--- src/design/sth_pkg.sv ---
package sth_pkg;

    localparam int STAMP_OCTETS = 7;
    localparam int STAMP_W      = 3;
    localparam int MAX_RESULTS  = 2;

    typedef enum logic [3:0] {
        KIND_FIRST = 4'd0,
        KIND_REF   = 4'd1,
        KIND_ACNT  = 4'd2,
        KIND_ATYPE = 4'd3,
        KIND_DIGIT = 4'd4,
        KIND_PID   = 4'd5,
        KIND_DCS   = 4'd6,
        KIND_SCTS  = 4'd7,
        KIND_DT    = 4'd8,
        KIND_ST    = 4'd9,
        KIND_FCS   = 4'd10,
        KIND_UDL   = 4'd11,
        KIND_END   = 4'd12
    } field_kind_t;

    typedef enum logic [1:0] {
        MT_DELIVER       = 2'd0,
        MT_SUBMIT_REPORT = 2'd1,
        MT_STATUS_REPORT = 2'd2,
        MT_INVALID       = 2'd3
    } msg_type_t;

    typedef enum logic [1:0] {
        ST_OK        = 2'd0,
        ST_SHORT     = 2'd1,
        ST_BAD_TYPE  = 2'd2,
        ST_BAD_DIGIT = 2'd3
    } status_t;

    typedef struct packed {
        field_kind_t kind;
        logic [7:0]  value;
        logic [3:0]  digit_low;
        logic [3:0]  digit_high;
        logic [1:0]  digit_count;
        logic [1:0]  message_type;
        status_t     status;
        logic [7:0]  header_length;
        logic        end_of_header;
    } result_t;

    typedef struct packed {
        logic [1:0] count;
        result_t    first_res;
        result_t    second_res;
    } push_t;

endpackage

--- src/design/sms_tpdu_header_decoder.sv ---
// Channel | Dir | tdata                                   | tuser      | tlast
// s_      | in  | [7:0] tpdu_byte                         | -          | final_byte
// m_      | out | [7:0] field_value, [11:8] digit_low,    | field_kind | end_of_header
//         |     | [15:12] digit_high, [17:16] digit_count,|            |
//         |     | [19:18] message_type, [21:20] status,   |            |
//         |     | [29:22] header_length, [31:30] zero     |            |
//
// One word a cycle enters while s_tready is high; it is decoded while held in the input register.
// A word gives zero, one or two results; the two-slot result queue drains one a cycle while
// m_tready is high, so a word that gives two results leaves as two m_ words.
// An accepted byte passes the input register, then the result queue, before it reaches m_.
// Reset clears parse state and the valid flags of both queue slots; no clearing pass.
// Stalls on m_ back up through the queue to s_tready.
module sms_tpdu_header_decoder (
    input  logic        aclk,
    input  logic        aresetn,
    input  logic        s_tvalid,
    output logic        s_tready,
    input  logic [7:0]  s_tdata,   // [7:0] tpdu_byte
    input  logic        s_tlast,
    output logic        m_tvalid,
    input  logic        m_tready,
    output logic [31:0] m_tdata,   // value, digit_low, digit_high, digit_count, type, status, len
    output logic [3:0]  m_tuser,   // [3:0] field_kind
    output logic        m_tlast
);

    logic             in_valid_reg;
    logic [7:0]       in_byte_reg;
    logic             in_fin_reg;
    logic             consume;
    logic [1:0]       free_slots;
    sth_pkg::push_t   push;
    sth_pkg::result_t head;

    assign consume  = in_valid_reg && (push.count <= free_slots);
    assign s_tready = !in_valid_reg || consume;

    always_ff @(posedge aclk) begin
        if (!aresetn) begin
            in_valid_reg <= 1'b0;
        end else if (s_tvalid && s_tready) begin
            in_valid_reg <= 1'b1;
        end else if (consume) begin
            in_valid_reg <= 1'b0;
        end
        if (s_tvalid && s_tready) begin
            in_byte_reg <= s_tdata;
            in_fin_reg  <= s_tlast;
        end
    end

    sth_parser u_parser (
        .aclk     (aclk),
        .aresetn  (aresetn),
        .in_valid (in_valid_reg),
        .in_byte  (in_byte_reg),
        .in_fin   (in_fin_reg),
        .consume  (consume),
        .push     (push)
    );

    sth_result_queue u_queue (
        .aclk       (aclk),
        .aresetn    (aresetn),
        .push_en    (consume),
        .push       (push),
        .free_slots (free_slots),
        .head_valid (m_tvalid),
        .head       (head),
        .head_ready (m_tready)
    );

    assign m_tdata = {2'b00, head.header_length, head.status, head.message_type,
                      head.digit_count, head.digit_high, head.digit_low, head.value};
    assign m_tuser = head.kind;
    assign m_tlast = head.end_of_header;

    a_end_summary: assert property (@(posedge aclk) disable iff (!aresetn)
        m_tvalid && m_tuser == sth_pkg::KIND_END |-> m_tlast && m_tdata[29:22] != 8'd0)
        else $error("end summary without tlast or with zero header length");

    a_digit_count: assert property (@(posedge aclk) disable iff (!aresetn)
        m_tvalid && m_tuser == sth_pkg::KIND_DIGIT
            |-> m_tdata[17:16] == 2'd1 || m_tdata[17:16] == 2'd2)
        else $error("digit word without digits");

    a_hold_input: assert property (@(posedge aclk) disable iff (!aresetn)
        in_valid_reg && !consume |=> in_valid_reg && $stable(in_byte_reg))
        else $error("pending input word lost");

endmodule

--- src/design/sth_parser.sv ---
module sth_parser (
    input  logic            aclk,
    input  logic            aresetn,
    input  logic            in_valid,
    input  logic [7:0]      in_byte,
    input  logic            in_fin,
    input  logic            consume,
    output sth_pkg::push_t  push
);

    typedef enum logic [3:0] {
        PH_FIRST  = 4'd0,
        PH_REF    = 4'd1,
        PH_ACNT   = 4'd2,
        PH_ATYPE  = 4'd3,
        PH_DIGITS = 4'd4,
        PH_PID    = 4'd5,
        PH_DCS    = 4'd6,
        PH_SCTS   = 4'd7,
        PH_DT     = 4'd8,
        PH_ST     = 4'd9,
        PH_FCS    = 4'd10,
        PH_UDL    = 4'd11
    } phase_t;

    localparam logic [sth_pkg::STAMP_W-1:0] STAMP_LOAD = sth_pkg::STAMP_W'(sth_pkg::STAMP_OCTETS);

    phase_t                      phase_reg, phase_next;
    logic [1:0]                  kind_held_reg, kind_held_next;
    logic [7:0]                  addr_left_reg, addr_left_next;
    logic [sth_pkg::STAMP_W-1:0] stamp_left_reg, stamp_left_next;
    logic [7:0]                  consumed_reg, consumed_next;
    logic                        finished_reg, finished_next;

    logic [7:0]           consumed_inc;
    logic                 emit, done, last_pair, bad;
    logic [3:0]           lo, hi;
    logic [3:0]           dl, dh;
    logic [1:0]           dc;
    logic [1:0]           mtype;
    sth_pkg::status_t     status;
    sth_pkg::field_kind_t kind;
    sth_pkg::result_t     field_res, end_res;

    always_comb begin
        phase_next      = phase_reg;
        kind_held_next  = kind_held_reg;
        addr_left_next  = addr_left_reg;
        stamp_left_next = stamp_left_reg;
        consumed_next   = consumed_reg;
        finished_next   = finished_reg;
        consumed_inc    = consumed_reg + 8'd1;
        emit            = 1'b1;
        done            = 1'b0;
        status          = sth_pkg::ST_OK;
        kind            = sth_pkg::KIND_FIRST;
        dl              = 4'd0;
        dh              = 4'd0;
        dc              = 2'd0;
        mtype           = kind_held_reg;
        lo              = in_byte[3:0];
        hi              = in_byte[7:4];
        last_pair       = (addr_left_reg <= 8'd1);
        bad             = 1'b0;

        if (finished_reg) begin
            emit = 1'b0;
        end else begin
            consumed_next = consumed_inc;
            case (phase_reg)
                PH_REF: begin
                    kind       = sth_pkg::KIND_REF;
                    phase_next = PH_ACNT;
                end
                PH_ACNT: begin
                    kind           = sth_pkg::KIND_ACNT;
                    addr_left_next = {1'b0, in_byte[7:1]} + {7'd0, in_byte[0]};
                    phase_next     = PH_ATYPE;
                end
                PH_ATYPE: begin
                    kind = sth_pkg::KIND_ATYPE;
                    if (addr_left_reg != 8'd0) begin
                        phase_next = PH_DIGITS;
                    end else if (kind_held_reg == sth_pkg::MT_STATUS_REPORT) begin
                        phase_next      = PH_SCTS;
                        stamp_left_next = STAMP_LOAD;
                    end else begin
                        phase_next = PH_PID;
                    end
                end
                PH_DIGITS: begin
                    kind = sth_pkg::KIND_DIGIT;
                    if (lo > 4'd9) begin
                        bad = 1'b1;
                    end else if (hi == 4'hF && last_pair) begin
                        dc = 2'd1;
                    end else if (hi > 4'd9) begin
                        bad = 1'b1;
                    end else begin
                        dc = 2'd2;
                    end
                    if (bad) begin
                        status = sth_pkg::ST_BAD_DIGIT;
                        done   = 1'b1;
                        emit   = 1'b0;
                        dc     = 2'd0;
                    end else begin
                        dl = lo;
                        dh = (dc == 2'd2) ? hi : 4'd0;
                        if (last_pair) begin
                            addr_left_next = 8'd0;
                            if (kind_held_reg == sth_pkg::MT_STATUS_REPORT) begin
                                phase_next      = PH_SCTS;
                                stamp_left_next = STAMP_LOAD;
                            end else begin
                                phase_next = PH_PID;
                            end
                        end else begin
                            addr_left_next = addr_left_reg - 8'd1;
                        end
                    end
                end
                PH_PID: begin
                    kind       = sth_pkg::KIND_PID;
                    phase_next = PH_DCS;
                end
                PH_DCS: begin
                    kind            = sth_pkg::KIND_DCS;
                    phase_next      = PH_SCTS;
                    stamp_left_next = STAMP_LOAD;
                end
                PH_SCTS: begin
                    kind = sth_pkg::KIND_SCTS;
                    if (stamp_left_reg <= sth_pkg::STAMP_W'(1)) begin
                        if (kind_held_reg == sth_pkg::MT_STATUS_REPORT) begin
                            phase_next      = PH_DT;
                            stamp_left_next = STAMP_LOAD;
                        end else begin
                            phase_next      = PH_UDL;
                            stamp_left_next = '0;
                        end
                    end else begin
                        stamp_left_next = stamp_left_reg - sth_pkg::STAMP_W'(1);
                    end
                end
                PH_DT: begin
                    kind = sth_pkg::KIND_DT;
                    if (stamp_left_reg <= sth_pkg::STAMP_W'(1)) begin
                        phase_next      = PH_ST;
                        stamp_left_next = '0;
                    end else begin
                        stamp_left_next = stamp_left_reg - sth_pkg::STAMP_W'(1);
                    end
                end
                PH_ST: begin
                    kind = sth_pkg::KIND_ST;
                    done = 1'b1;
                end
                PH_FCS: begin
                    kind = sth_pkg::KIND_FCS;
                    done = 1'b1;
                end
                PH_UDL: begin
                    kind = sth_pkg::KIND_UDL;
                    done = 1'b1;
                end
                default: begin
                    kind           = sth_pkg::KIND_FIRST;
                    kind_held_next = in_byte[1:0];
                    mtype          = in_byte[1:0];
                    case (in_byte[1:0])
                        sth_pkg::MT_INVALID: begin
                            status = sth_pkg::ST_BAD_TYPE;
                            done   = 1'b1;
                        end
                        sth_pkg::MT_DELIVER:       phase_next = PH_ACNT;
                        sth_pkg::MT_SUBMIT_REPORT: phase_next = PH_FCS;
                        default:                   phase_next = PH_REF;
                    endcase
                end
            endcase

            if (!done && in_fin) begin
                status = sth_pkg::ST_SHORT;
                done   = 1'b1;
            end
            if (done) begin
                finished_next = 1'b1;
            end
        end

        if (in_fin && (finished_reg || done)) begin
            phase_next      = PH_FIRST;
            kind_held_next  = 2'd0;
            addr_left_next  = 8'd0;
            stamp_left_next = '0;
            consumed_next   = 8'd0;
            finished_next   = 1'b0;
        end

        field_res = '{kind: kind, value: in_byte, digit_low: dl, digit_high: dh,
                      digit_count: dc, message_type: mtype, status: sth_pkg::ST_OK,
                      header_length: 8'd0, end_of_header: 1'b0};
        end_res   = '{kind: sth_pkg::KIND_END, value: 8'd0, digit_low: 4'd0,
                      digit_high: 4'd0, digit_count: 2'd0, message_type: mtype,
                      status: status, header_length: consumed_inc, end_of_header: 1'b1};

        push.count      = {1'b0, emit} + {1'b0, done};
        push.first_res  = emit ? field_res : end_res;
        push.second_res = end_res;
    end

    always_ff @(posedge aclk) begin
        if (!aresetn) begin
            phase_reg      <= PH_FIRST;
            kind_held_reg  <= 2'd0;
            addr_left_reg  <= 8'd0;
            stamp_left_reg <= '0;
            consumed_reg   <= 8'd0;
            finished_reg   <= 1'b0;
        end else if (in_valid && consume) begin
            phase_reg      <= phase_next;
            kind_held_reg  <= kind_held_next;
            addr_left_reg  <= addr_left_next;
            stamp_left_reg <= stamp_left_next;
            consumed_reg   <= consumed_next;
            finished_reg   <= finished_next;
        end
    end

endmodule

--- src/design/sth_result_queue.sv ---
module sth_result_queue (
    input  logic              aclk,
    input  logic              aresetn,
    input  logic              push_en,
    input  sth_pkg::push_t    push,
    output logic [1:0]        free_slots,
    output logic              head_valid,
    output sth_pkg::result_t  head,
    input  logic              head_ready
);

    sth_pkg::result_t slot0_reg, slot0_next, slot1_reg, slot1_next;
    logic             v0_reg, v0_next, v1_reg, v1_next;
    logic             pop;

    always_comb begin
        pop        = v0_reg && head_ready;
        slot0_next = slot0_reg;
        slot1_next = slot1_reg;
        v0_next    = v0_reg;
        v1_next    = v1_reg;

        // shift up on pop
        if (pop) begin
            slot0_next = slot1_reg;
            v0_next    = v1_reg;
            v1_next    = 1'b0;
        end

        free_slots = {1'b0, !v0_next} + {1'b0, !v1_next};

        if (push_en && push.count != 2'd0) begin
            if (!v0_next) begin
                slot0_next = push.first_res;
                v0_next    = 1'b1;
                if (push.count == 2'd2) begin
                    slot1_next = push.second_res;
                    v1_next    = 1'b1;
                end
            end else begin
                slot1_next = push.first_res;
                v1_next    = 1'b1;
            end
        end
    end

    always_ff @(posedge aclk) begin
        if (!aresetn) begin
            v0_reg <= 1'b0;
            v1_reg <= 1'b0;
        end else begin
            v0_reg <= v0_next;
            v1_reg <= v1_next;
        end
        slot0_reg <= slot0_next;
        slot1_reg <= slot1_next;
    end

    assign head_valid = v0_reg;
    assign head       = slot0_reg;

endmodule
--- config.mk ---
export PLATFORM = sky130hd
export DESIGN_NAME = sms_tpdu_header_decoder
export DESIGN_NICKNAME = d
export VERILOG_FILES = /design/src/design/sth_pkg.sv /design/src/design/sms_tpdu_header_decoder.sv /design/src/design/sth_parser.sv /design/src/design/sth_result_queue.sv
export SDC_FILE = /design/constraint.sdc
export NUM_CORES = 1
export LEC_CHECK = 0
export BUFFER_PORTS_ARGS = -buffer_cell sky130_fd_sc_hd__buf_2
export CAP_MARGIN = 25
export CORE_MARGIN = 1.5
export CORE_UTILIZATION = 59
export DETAILED_ROUTE_END_ITERATION = 6
export HOLD_SLACK_MARGIN = 0.08
export PLACE_DENSITY = 0.84
export SYNTH_ARGS = -nofsm -noshare
export SYNTH_HDL_FRONTEND = slang
export SYNTH_SLANG_ARGS = --single-unit
--- constraint.sdc ---
create_clock -name aclk -period 5 [get_ports aclk]
set_input_delay 0.25 -clock aclk [delete_from_list [all_inputs] [get_ports aclk]]
set_output_delay 0.25 -clock aclk [all_outputs]
set_load 0.05 [all_outputs]
## Word level (Yosys, flattened, before mapping)

Cells that the tools add are included.

- Register bits: 108
- Word-level logic and storage cells: 180
- Input bits: 13

- Equal/unequal tests: 25
- Reduce and logical (&&, ||, !) cells: 30
- Magnitude comparators: 5
- Add/sub/neg operators: 6
- Mux-type cells: 85

Operator list:

| cell | count |
|---|---|
| 35-bit two-way mux | 6 |
| 4-bit two-way mux | 15 |
| 8-bit two-way mux | 6 |
| 4-bit case mux with 11 select lines | 1 |
| 4-bit case mux with 9 select lines | 1 |
| 2-bit two-way mux | 17 |
| 3-bit two-way mux | 9 |
| 1-bit two-way mux | 25 |
| 4-bit == test, second input constant | 5 |
| 4-bit by 3-bit == test with 1-bit output, second input constant | 4 |
| 8-bit case mux with 2 select lines | 1 |
| 3-bit case mux with 5 select lines | 1 |
| 4-bit case mux with 3 select lines | 1 |
| 11-bit OR reduction | 1 |
| 10-bit by 9-bit != test with 1-bit output, second input constant | 1 |
| 10-bit OR reduction | 1 |
| 3-bit by 1-bit != test with 1-bit output, second input constant | 3 |
| 7-bit by 1-bit adder with 8-bit output | 1 |
| 8-bit by 1-bit adder with 8-bit output, second input constant | 1 |
| 2-bit == test, second input constant | 4 |
| 4-bit by 2-bit == test with 1-bit output, second input constant | 2 |
| 4-bit > comparator, second input constant | 2 |
| 8-bit by 1-bit less-or-equal comparator with 1-bit output, second input constant | 1 |
| 1-bit logical AND | 8 |
| 25 further kinds | 34 |

## Logic depth before layout (Yosys ltp)

- Word-level depth: 20
- Mapped depth: 19

## Modules after synthesis

A second synthesis with hierarchy kept.

- Cell total of the unflattened synthesis: 563
- Area, all modules: 6362.4 sq um

Modules (own cells, without submodules):

| module | area each (sq um) | times used | cells an instance |
|---|---|---|---|
| sth_result_queue | 3424.5 | 1 | 207 |
| sth_parser | 2537.4 | 1 | 331 |
| sms_tpdu_header_decoder | 400.4 | 1 | 25 |

## Worst setup path after synthesis

No wires, ideal clock.

- Path type: register -> register
- Start: register u_parser.addr_left_reg[0]
- End: register u_queue.slot1_reg[0] in the netlist's numbering (enable)
- Cell stages (with the launch flop): 16
- Required time: 4.605 ns
- Arrival: 3.849 ns
- Path buffers: 1
- Slack: 0.756 ns
- Path through: dfxtp_1 inv_1 ha_1 nor2_1 nor4_4 nor2_1 o21ai_0 and2_1 a21oi_1 ha_1 ha_1 nor2b_1 o31a_1 clkbuf_1 nor2_1 o21a_1

- Longest elaborated chain between the ends: 19
- Elaborated cells on any way between the ends: 25

Ends and longest elaborated chain:

| item | line | RTL |
|---|---|---|
| start: declaration | sth_parser.sv:30 | `logic [7:0] addr_left_reg, addr_left_next;` |
| start signal: assignment | sth_parser.sv:224 | `addr_left_reg <= addr_left_next;` |
| 8-bit by 1-bit less-or-equal comparator with 1-bit output * | sth_parser.sv:63 | `last_pair = (addr_left_reg <= 8'd1);` |
| 1-bit logical AND * | sth_parser.sv:95 | `end else if (hi == 4'hF && last_pair) begin` |
| 1-bit two-way mux * | sth_parser.sv:95 |  |
| 1-bit two-way mux * | sth_parser.sv:93 | `if (lo > 4'd9) begin` |
| 1-bit two-way mux * | sth_parser.sv:70 | `case (phase_reg)` |
| 1-bit two-way mux * | sth_parser.sv:66 | `if (finished_reg) begin` |
| 1-bit two-way mux | sth_parser.sv:102 | `if (bad) begin` |
| 1-bit case mux with 3 select lines | sth_parser.sv:70 |  |
| [... 2 more ...] | - |  |
| 1-bit logical AND | sth_parser.sv:183 | `if (!done && in_fin) begin` |
| 1-bit two-way mux | sth_parser.sv:183 |  |
| 1-bit two-way mux (2 in series) | sth_parser.sv:66 |  |
| 1-bit by 1-bit adder with 2-bit output * | sth_parser.sv:208 | `push.count = {1'b0, emit} + {1'b0, done};` |
| 2-bit less-or-equal comparator | sms_tpdu_header_decoder.sv:36 | `assign consume = in_valid_reg && (push.count <= free_slots);` |
| 1-bit logical AND | sms_tpdu_header_decoder.sv:36 |  |
| 1-bit logical AND | sth_result_queue.sv:32 | `if (push_en && push.count != 2'd0) begin` |
| 2-bit AND reduction (no source line) * | - |  |
| end signal: assignment | sth_result_queue.sv:56 | `slot1_reg <= slot1_next;` |
| end: declaration | sth_result_queue.sv:12 | `sth_pkg::result_t slot0_reg, slot0_next, slot1_reg, slot1_next;` |

Mark *: on every way between the ends. The rest lies on a longest branch, timed or not. The select of a mux whose other input is x is not followed.
A chain may end at the register's enable or synchronous reset.

==> metrics <==
starting density of the core 61.0%; deepest clock path buffer count 2; worst skew pair latency 370 ps; Clock Sink Count 108; leakage power 2.28 nW; final setup violating endpoints 0; actual transition at the worst max-transition pin 984 ps; Antenna Diode Count 0; worst hold path depth 3; synthesized area 0.00532 mm^2; Worst Path Arrival 4820 ps; Final #Nets 614; number of buffer and inverter stages on the critical path 1; initial antenna violation count 0; count of unique library cells instantiated by Yosys 68; all-layer global routing usage 25.9%; setup repair after global routing missed its margin false; RePlAce Congestion 0.903; highest cell delay on the worst timing path 500 ps; max cap viols 0; area growth from synthesis to final layout 11.4%; Port Buf Inserts 49; type of the most critical hold path in -> reg; buffer type at the clock tree root clkbuf_8; CP Max Fanout 19; capturing point of the worst reg2reg path u_queue.head[34]; final cycle utilization of the critical path 92.0%; Sum Neg Setup Slack 0 ps; placeable core region 0.00872 mm^2; half-perimeter wire length after placement 8550 um; CTS tree done; end of the worst hold path in_valid_reg; maximum number of pins on one net before global-route repair 37; highest attainable clock frequency 218 MHz; outcome completed; number of vias in the routed layout 4260; Setup Crit Path Kind reg -> reg; IO Pins 52; sequential cell area fraction in the yosys report 48.9%; final design utilization 68.0%; worst min-delay path startpoint s_tvalid; Post-CTS Hold Fix Bufs 9; Largest delay share family, worst path simple AND/OR/NAND/NOR gates; First DRT Iteration DRCs 373; DIE HEIGHT 98.0 um; critical path data required time 5220 ps; Critical Path End Type flop; number of resized instances in the post-cts repair step 0; time the final worst path needs with I/O delays and setup 4600 ps; setup slack of the worst register-to-register path 400 ps; fin. max-slew vios 0; EDFF count, synth 44; primary flip-flop cell chosen by synthesis mapping dfxtp_1; cell depth of the worst flop-to-flop path 16; standard-cell rows 34; worst setup skew after layout 14.1 ps; per-instance average area after synthesis 9.93 um^2; dominant cell type by count on the critical path nor2_1; first-pass iteration count of the detailed router 5; share of flip-flops with an asynchronous set or reset 0%; beginning of the worst register-to-register path u_parser.addr_left_reg[0]; layout cells sized above 1 15.3%; synthesized flop and latch total 108; crit-path cells inv_1, ha_1, nor2_1, nor4_4, nor2_1, o21ai_0, and2_1, a21oi_1, ha_1, ha_1, nor2b_1, o31a_1, nor2_1, nand2_1, nor2_1, a32oi_1; residual antenna-violating net count after detailed routing 0; first-pass GRT wire length 19700 um; global route overflow 0; synthesized instance count 536; vias in the first global route 3963; clock transition time at the flip-flop clock pins of the worst setup and hold paths 100 ps; remaining routing DRC violations 0; power per standard cell area 598 mW/mm^2; type of element launching the critical path flop; total number of yosys warnings 0; final WL 12300 um; Layout fillers 667; Wirelength per Cell 17.6 um; overall die width 98.0 um; CTS buffer count 9; area enclosed by the die boundary 0.00960 mm^2; Hold Fails Final Rpt 0; Max transition margin 34.4%; detail-routed via count per cell 6.10; cell at the slowest stage of the critical path o21ai_0; number of buffers inserted to repair setup after CTS 0; H-tree levels 3; worst vdd rail ir drop 0.307 mV
-- final cells by class --
type	instances	area [um^2]	share of cell area, %
sequential	108	2600	43.9
multi-input combinational	381	2530	42.7
timing repair buffer	64	393	6.63
clock buffer	12	156	2.64
tap	108	135	2.28
inverter	21	81.3	1.37
clock inverter	4	30.0	0.506
-- cells by family after synthesis --
logic type | after synthesis | synth area share [%]
and+or+nand+nor | 188 | 18.2
AOI/OAI and AO/OA | 131 | 17.4
DFF | 108 | 48.9
buffers and inverters | 48 | 3.76
muxes | 28 | 5.29
adders and majority gates | 16 | 3.76
xor gates and xnor gates | 16 | 2.63
other | 1 | 0.0704
-- tightest hold or removal path, stage by stage --
cell and delay [ps]:
buf_2 100, inv_1 40, a21boi_0 60
-- metal layers --
metal  GRT usage [%]  wire (um)  up-vias
met5               0          0        -
met4            9.01        263        0
met3            4.44        815       24
met2            41.5       5780      186
met1            35.5       5420     2016
li1                -          -     2034
-- Yosys cell counts (4+ instances only) --
cell type,n,area (um^2)
a21boi_1,4,30.0
a21oi_1,14,70.1
a22o_1,7,61.3
a22oi_1,7,52.6
a31oi_1,11,68.8
and2_1,18,113
and3_1,10,62.6
buf_2,5,25.0
clkbuf_1,19,71.3
dfxtp_1,64,1280
edfxtp_1,44,1320
ha_1,16,200
inv_1,19,71.3
mux2i_1,27,270
nand2_1,57,214
nand2b_1,4,25.0
nand3_1,17,85.1
nand4_1,5,31.3
nor2_1,36,135
nor2b_1,12,75.1
nor3_1,12,60.1
o211ai_1,4,30.0
o21a_1,5,37.5
o21ai_0,30,150
o22ai_1,18,113
xnor2_1,12,105
xor2_1,4,35.0
-- worst max-delay path by stage --
stage	slack (ps)	to	startpoint	depth (start not counted)
after floorplan	760	u_queue.slot1_reg[0]	u_parser.addr_left_reg[0]	15
after global placement	770	u_parser.phase_reg[2]	u_parser.addr_left_reg[0]	16
after detailed placement	570	u_queue.head[34]	u_parser.addr_left_reg[0]	16
after CTS	500	u_queue.head[34]	u_parser.addr_left_reg[0]	16
after global routing	100	u_queue.head[34]	u_parser.addr_left_reg[1]	16
final	400	u_queue.head[34]	u_parser.addr_left_reg[0]	16
-- placed cells by master, fill, tap and decap left out, types with 18 or more instances in the layout --
master / count
dfxtp_1: 64
nand2_1: 57
buf_2: 49
edfxtp_1: 44
nor2_1: 36
o21ai_0: 30
mux2i_1: 27
inv_1: 19
o22ai_1: 18
-- power by group --
part / total, mW / switching, mW / internal, mW
Sequential: 1.38 / 0.154 / 1.23
Combinational: 1.66 / 1.17 / 0.489
Clock: 0.509 / 0.294 / 0.214
-- through the flow --
stage / cells / hold slack [ps] / power, mW / area [um^2] / worst slack, ps
after global placement: 673 / 426 / 2.98 / 5650 / 775
final: 698 / 128 / 3.55 / 5930 / 402
after global routing: 698 / 132 / 3.75 / 5930 / 104
after detailed placement: 673 / 428 / 3.03 / 5650 / 567
after floorplan: 537 / 349 / 2.60 / 5330 / 756
after CTS: 698 / 117 / 3.54 / 5930 / 501
No activity file was read; power rests on OpenSTA's default activity.
